`config.mk`:
```
export PLATFORM = sky130hd
export DESIGN_NAME = plsm_ctrl
export DESIGN_NICKNAME = d
export VERILOG_FILES = /design/src/hdl/plsm_pkg.sv /design/src/hdl/plsm_ctrl.sv
export SDC_FILE = /design/constraint.sdc
export NUM_CORES = 1
export LEC_CHECK = 0
export ABC_AREA = 1
export BUFFER_PORTS_ARGS = -buffer_cell sky130_fd_sc_hd__buf_2
export CORE_MARGIN = 10
export CORE_UTILIZATION = 42
export DETAILED_ROUTE_END_ITERATION = 6
export PLACE_DENSITY_LB_ADDON = 0.2
export SLEW_MARGIN = 20
export SYNTH_ARGS = -nofsm -noshare
export SYNTH_HDL_FRONTEND = slang
export SYNTH_SLANG_ARGS = --single-unit
```
`constraint.sdc`:
```
create_clock -name clk -period 1.8 [get_ports clk]
set_clock_uncertainty 0.1 [all_clocks]
set_input_delay 0.36 -clock clk [delete_from_list [all_inputs] [get_ports clk]]
set_output_delay 0.36 -clock clk [all_outputs]
set_load 0.02 [all_outputs]
```
`src/hdl/plsm_pkg.sv`:
```
// Package: shared widths, codes and controller/datapath handshake structs.
`timescale 1ns / 1ps
package plsm_pkg;

    localparam int TABLE_DEPTH = 64;
    localparam int IDX_W       = 6;
    localparam int CNT_W       = 7;
    localparam int WORD_W      = 32;
    localparam int CFG_IDX_W   = 3;
    localparam int QUOT_W      = 41;
    localparam int PROD_W      = 66;
    localparam int DIV_CNT_W   = 6;

    typedef logic signed [WORD_W-1:0] word_t;

    // Operation codes
    localparam logic OP_LOAD = 1'b0;
    localparam logic OP_MAP  = 1'b1;

    // Status codes
    localparam logic [1:0] ST_MAPPED = 2'd0;
    localparam logic [1:0] ST_LOADED = 2'd1;
    localparam logic [1:0] ST_FEW    = 2'd2;
    localparam logic [1:0] ST_SAT    = 2'd3;

    // Register indexes
    localparam logic [CFG_IDX_W-1:0] REG_ABS_MODE   = 3'd0;
    localparam logic [CFG_IDX_W-1:0] REG_ABS_OFFSET = 3'd1;
    localparam logic [CFG_IDX_W-1:0] REG_MIN_EN     = 3'd2;
    localparam logic [CFG_IDX_W-1:0] REG_MIN_X      = 3'd3;
    localparam logic [CFG_IDX_W-1:0] REG_MIN_Y      = 3'd4;
    localparam logic [CFG_IDX_W-1:0] REG_MAX_EN     = 3'd5;
    localparam logic [CFG_IDX_W-1:0] REG_MAX_X      = 3'd6;
    localparam logic [CFG_IDX_W-1:0] REG_MAX_Y      = 3'd7;

    // Table read address selects
    localparam logic [2:0] RD_MID = 3'd0;
    localparam logic [2:0] RD_LO  = 3'd1;
    localparam logic [2:0] RD_LM1 = 3'd2;
    localparam logic [2:0] RD_LM2 = 3'd3;
    localparam logic [2:0] RD_ONE = 3'd4;

    typedef struct packed {
        logic       capture;
        logic       do_load;
        logic       quick;
        logic       srch_init;
        logic       rd_en;
        logic [2:0] rd_sel;
        logic       cmp_step;
        logic       cap_a;
        logic       cap_b;
        logic       exact;
        logic       diff;
        logic       mag;
        logic       set_ay;
        logic       mul;
        logic       ovf;
        logic       div_init;
        logic       div_step;
        logic       sum;
        logic       out_load;
    } plsm_cmd_t;

    typedef struct packed {
        logic is_load;
        logic quick;
        logic lo_lt_hi;
        logic lo_eq_cnt;
        logic lo_zero;
        logic rd_eq_s;
        logic dx_zero;
        logic div_ovf;
        logic div_last;
    } plsm_sts_t;

endpackage

```
`src/hdl/plsm_ctrl.sv`:
```
// Controller: state machine sequencing search, interpolation and handshakes.
`timescale 1ns / 1ps
module plsm_ctrl (
    input  logic                clk,
    input  logic                rst_n,
    input  logic                in_valid,
    output logic                in_ready,
    output logic                out_valid,
    input  logic                out_ready,
    output plsm_pkg::plsm_cmd_t cmd,
    input  plsm_pkg::plsm_sts_t sts
);
    import plsm_pkg::*;

    localparam logic [3:0] S_IDLE   = 4'd0;
    localparam logic [3:0] S_DECIDE = 4'd1;
    localparam logic [3:0] S_SRCH   = 4'd2;
    localparam logic [3:0] S_CMP    = 4'd3;
    localparam logic [3:0] S_CHK    = 4'd4;
    localparam logic [3:0] S_GETAE  = 4'd5;
    localparam logic [3:0] S_GETA   = 4'd6;
    localparam logic [3:0] S_GETB   = 4'd7;
    localparam logic [3:0] S_DIFF   = 4'd8;
    localparam logic [3:0] S_MAG    = 4'd9;
    localparam logic [3:0] S_MUL    = 4'd10;
    localparam logic [3:0] S_DIV0   = 4'd11;
    localparam logic [3:0] S_DIV    = 4'd12;
    localparam logic [3:0] S_SUM    = 4'd13;
    localparam logic [3:0] S_FIN    = 4'd14;

    logic [3:0] state_reg, state_next;
    logic       ovalid_reg, ovalid_next;

    // Advance state and output valid
    always_ff @(posedge clk or negedge rst_n)
    begin
        if (!rst_n)
        begin
            state_reg  <= S_IDLE;
            ovalid_reg <= 1'b0;
        end
        else
        begin
            state_reg  <= state_next;
            ovalid_reg <= ovalid_next;
        end
    end

    assign in_ready  = (state_reg == S_IDLE);
    assign out_valid = ovalid_reg;

    // Next state and commands
    always_comb
    begin
        state_next  = state_reg;
        cmd         = '0;
        ovalid_next = ovalid_reg && !out_ready;
        case (state_reg)
            S_IDLE:
            begin
                if (in_valid)
                begin
                    cmd.capture = 1'b1;
                    state_next  = S_DECIDE;
                end
            end
            S_DECIDE:
            begin
                if (sts.is_load)
                begin
                    cmd.do_load = 1'b1;
                    state_next  = S_FIN;
                end
                else if (sts.quick)
                begin
                    cmd.quick  = 1'b1;
                    state_next = S_FIN;
                end
                else
                begin
                    cmd.srch_init = 1'b1;
                    state_next    = S_SRCH;
                end
            end
            S_SRCH:
            begin
                cmd.rd_en = 1'b1;
                if (sts.lo_lt_hi)
                begin
                    cmd.rd_sel = RD_MID;
                    state_next = S_CMP;
                end
                else if (sts.lo_eq_cnt)
                begin
                    cmd.rd_sel = RD_LM2;
                    state_next = S_GETAE;
                end
                else
                begin
                    cmd.rd_sel = RD_LO;
                    state_next = S_CHK;
                end
            end
            S_CMP:
            begin
                cmd.cmp_step = 1'b1;
                state_next   = S_SRCH;
            end
            S_GETAE:
            begin
                cmd.cap_a  = 1'b1;
                cmd.rd_en  = 1'b1;
                cmd.rd_sel = RD_LM1;
                state_next = S_GETB;
            end
            S_CHK:
            begin
                if (sts.rd_eq_s)
                begin
                    cmd.exact  = 1'b1;
                    state_next = S_FIN;
                end
                else if (sts.lo_zero)
                begin
                    cmd.cap_a  = 1'b1;
                    cmd.rd_en  = 1'b1;
                    cmd.rd_sel = RD_ONE;
                    state_next = S_GETB;
                end
                else
                begin
                    cmd.cap_b  = 1'b1;
                    cmd.rd_en  = 1'b1;
                    cmd.rd_sel = RD_LM1;
                    state_next = S_GETA;
                end
            end
            S_GETA:
            begin
                cmd.cap_a  = 1'b1;
                state_next = S_DIFF;
            end
            S_GETB:
            begin
                cmd.cap_b  = 1'b1;
                state_next = S_DIFF;
            end
            S_DIFF:
            begin
                cmd.diff   = 1'b1;
                state_next = S_MAG;
            end
            S_MAG:
            begin
                cmd.mag    = 1'b1;
                state_next = S_MUL;
            end
            S_MUL:
            begin
                if (sts.dx_zero)
                begin
                    cmd.set_ay = 1'b1;
                    state_next = S_FIN;
                end
                else
                begin
                    cmd.mul    = 1'b1;
                    state_next = S_DIV0;
                end
            end
            S_DIV0:
            begin
                if (sts.div_ovf)
                begin
                    cmd.ovf    = 1'b1;
                    state_next = S_FIN;
                end
                else
                begin
                    cmd.div_init = 1'b1;
                    state_next   = S_DIV;
                end
            end
            S_DIV:
            begin
                cmd.div_step = 1'b1;
                if (sts.div_last)
                    state_next = S_SUM;
            end
            S_SUM:
            begin
                cmd.sum    = 1'b1;
                state_next = S_FIN;
            end
            S_FIN:
            begin
                // Hand the word to the output register once it is free
                if (!ovalid_reg || out_ready)
                begin
                    cmd.out_load = 1'b1;
                    ovalid_next  = 1'b1;
                    state_next   = S_IDLE;
                end
            end
            default:
            begin
                state_next = S_IDLE;
            end
        endcase
    end

endmodule

```
== Word-level counts from Yosys, hierarchy flattened ==
Cells that the tools add are included.

* Register bits after elaboration: 5
* Input bits: 13
* Output and inout port bits: 23
* Logic and storage cells: 73

* Equal/unequal tests: 17
* Muxes and demuxes: 46
* Reduce and logical (&&, ||, !) cells: 8

{| class="wikitable"
|+ Operators with widths
! operator !! count
|-
| 4-bit case mux with 14 select lines || 1
|-
| 4-bit two-way mux || 8
|-
| 4-bit == test (second input constant) || 7
|-
| 1-bit two-way mux || 24
|-
| 4-bit by 3-bit == test with 1-bit output (second input constant) || 4
|-
| 2-bit two-way mux || 7
|-
| 4-bit case mux with 3 select lines || 1
|-
| 3-bit two-way mux || 3
|-
| 4-bit by 2-bit == test with 1-bit output (second input constant) || 2
|-
| 2-bit != test (second input constant) || 3
|-
| 4-bit by 1-bit == test with 1-bit output (second input constant) || 1
|-
| 4-bit zero test || 1
|-
| 1-bit case mux with 2 select lines || 2
|-
| 2-bit OR reduction || 2
|-
| 3-bit AND reduction || 1
|-
| 1-bit zero test || 2
|-
| 1-bit logical AND || 1
|-
| 1-bit logical OR || 1
|}

== Logic depth before layout (Yosys ltp) ==
* Word-level depth: 4
* Depth in mapped cells: 9
* Depth with buffers taken out: 9

== Worst setup path before layout ==
No wires, ideal clock.

* Path kind: flip-flop to output port
* Start point: register state_reg[2]
* End point: output port cmd[18] (netlist name)
* Arrival time: 1.242 ns
* Required time: 1.340 ns
* Setup slack: 0.098 ns
* Cell stages (with the launch flop): 5
* Path buffers: 1
* Cells stage by stage: dfrtp_1 -> buf_4 -> nor2_2 -> nand2_1 -> nor3_1

{| class="wikitable"
|+ RTL lines
! what !! line !! text
|-
| start, declared || plsm_ctrl.sv:31 || <nowiki>logic [3:0] state_reg, state_next;</nowiki>
|-
| start signal, assigned || plsm_ctrl.sv:44 || <nowiki>state_reg <= state_next;</nowiki>
|-
| end, declared || plsm_ctrl.sv:10 || <nowiki>output plsm_pkg::plsm_cmd_t cmd,</nowiki>
|}

==> results.md <==
- Hold Path Class: in -> reg
- GRT Total Usage: approximately 12%
- Leakage: just under 0.7 nW
- Initial core utilization: 45.97%
- Failing checks: negative setup slack
- Nets@finish: ~180
- Distinct cells, synth: 16
- Worst Path Max Fanout: 5
- Area delta synth->final: 67.14%
- Drt wl/cell: roughly 13 um
- Pin count of the biggest net entering global routing: 8
- Final Hold Viols: 0
- Max FFs per register: 4
- Vias in the first global route: slightly above 800
- Data required time at the worst endpoint: ~1.3 ns
- Fin. max-slew vios: 0
- Sequential-to-total area share from yosys stat: about 20%
- RePlAce Congestion: about 0.90
- Syn_area_per_cell: between 5 and 6 um2
- Max capacitance violation total: 0
- Synth Instances: about 120
- Pwr Density: between 1500 and 2000 nW/um2
- Status: finished with violations
- Drt via density: ~4.9
- Rows: 13
- First DRT Iteration DRCs: 19
- Routed vias: between 800 and 900
- Initial antenna violation count: 0
- Die X-Extent: a little under 60 um
- N_diodes: 0
- Routed WL: between 2000 and 2500 um
- Final WS setup: -0.05164 ns
- H-tree depth: 1
- Critical path class: reg -> out
- TNS Setup: -0.1448 ns
- Clock buffer depth: 2
- TritonCTS clock tree: built
- Layout cells sized above 1: 46.11%
- Peak VDD IR: approximately 1.0 mV
- # IOs: 36
- Clock transition at the registers of the reported paths: about 0.050 ns
- Drt pass-1 iters: 4
- First-pass GRT wire length: about 3400 um
- Post-Synthesis Cell Area: between 600 and 700 um2
- Syn nets: 130
- IO Port Bufs: 35
- WP data arrival: around 1.4 ns
- Overall Power: approximately 1.7 mW
- Total die area: approximately 3400 um2
- Clock sinks: 5
- Yosys reg bits: 5
- DRC: 0
- Detail Route Antenna Nets: 0
- Root buf cell: clkbuf_4
- GRT overflow: 0
- Worst setup EP type: output port
- Dpl hpwl: roughly 1700 um
- Achievable Freq: roughly 0.54 GHz
- Syn. warnings: 0
- Slew HR: 85.45%
- Unrepaired setup endpoints after global routing: yes
- Worst-Margin Slew: about 0.22 ns
- Final Setup Violations: 6
- Total CTS buffers: 3
- Worst Setup Start Kind: flop
- Final min period: 1.852 ns
- Core area: roughly 1400 um2
- Worst skew pair latency: roughly 0.25 ns
- Die Y: 58.44 um
- Fin crit share: 102.9%
## path summary, 6_finish.rpt
kind | endpoint | cells past startpoint | slack [ns] | startpoint
min in group asynchronous | state_reg[1]$_DFFE_PN0P_ | 2 | 0.36 | rst_n
max | cmd[11] | 5 | -0.05 | state_reg[1]$_DFFE_PN0P_
max reg2reg | state_reg[2]$_DFFE_PN0P_ | 10 | 0.34 | state_reg[3]$_DFFE_PN0P_
min reg2reg | out_valid$_DFF_PN0_ | 2 | 0.47 | out_valid$_DFF_PN0_
max in group asynchronous | state_reg[2]$_DFFE_PN0P_ | 2 | 1.09 | rst_n
min | out_valid$_DFF_PN0_ | 4 | 0.34 | out_ready
## Yosys cell counts
library cell	instances	area, um2
a21oi_1	1	5.000
buf_4	1	7.510
dfrtp_1	5	125.1
inv_1	26	97.59
inv_2	5	18.77
nand2_1	34	127.6
nand2_2	4	25.02
nand3_1	11	55.05
nand4_1	1	6.260
nor2_1	16	60.06
nor2_2	3	18.77
nor2_4	3	33.78
nor3_1	3	15.01
o211ai_1	1	7.510
o21ai_0	2	10.01
o31ai_1	1	7.510
## area by class of cell
type | count | area [um2]
repair buffers | 47 | 315.3
clock buffers | 4 | 26.28
fillers | 113 | 312.8
well taps | 15 | 18.77
inverters | 31 | 116.4
flip-flops and latches | 5 | 128.9
multi-input cells | 80 | 431.7
## per-layer routing
| layer | share of wire [%] | track usage (%) | wire [um] |
|---|---|---|---|
| met1 | 38 | 13.53 | 903 |
| met2 | 50 | 19.12 | 1166 |
| met3 | 9.7 | 4.721 | 227 |
| met4 | 2.3 | 6.711 | 55 |
| met5 | 0 | 0 | 0 |
## logic make-up after synthesis
kind of cell           after synthesis  share of synthesized area [%]
buffers and inverters               32                          19.96
AND/OR/NAND/NOR                     75                          55.04
flip-flops                           5                          20.16
AO/OA/AOI/OAI                        5                          4.839
## stage by stage
stage	area (um2)	worst slack [ns]	instances	hold slack (ns)	util (%)
final	1037	-0.05164	182	0.3428	76.83
after global routing	1037	-0.1175	182	0.3879	76.83
after CTS	942.2	-0.02314	177	0.3516	69.79
after detailed placement	822.0	0.08531	168	0.07980	60.89
after global placement	822.0	0.1487	168	0.07723	60.89
after floorplan	620.6	0.09845	117	-0.03559	-
## repair_timing
| action | 4_1_cts | 5_1_grt |
|---|---|---|
| cloned | 0 | 0 |
| gates resized for setup | 19 | 18 |
| setup endpoints to repair | 8 | 18 |
| setup buffers | 4 | 5 |
| endpoints found under the hold margin | 5 | 0 |
| pin swaps | 4 | 1 |
| hold buffers | 1 | 0 |
## placed cells by master, fill, tap and decap left out, types with 5 or more instances in the layout
master,Yosys,final
nand2_1,34,32
nor2_4,3,7
nand3_1,11,8
nor2_1,16,12
nand2_2,4,5
buf_4,1,25
buf_2,0,19
inv_2,5,5
inv_1,26,26
## power by group
part           switching [mW]  internal [mW]  leakage, nW  total, mW
registers              0.0878          0.177       0.0590      0.264
clock network          0.0514         0.0842       0.0150      0.136
logic                   0.791          0.510        0.612       1.30
total                   0.930          0.771        0.686       1.70
## critical path, cell delays in order, from the launching register on
cell and delay (ns):
dfrtp_1 0.39, buf_4 0.16, nand2_1 0.05, inv_1 0.08, o31ai_1 0.25, buf_2 0.21
Note: power is estimated with default switching activity, not from simulation.
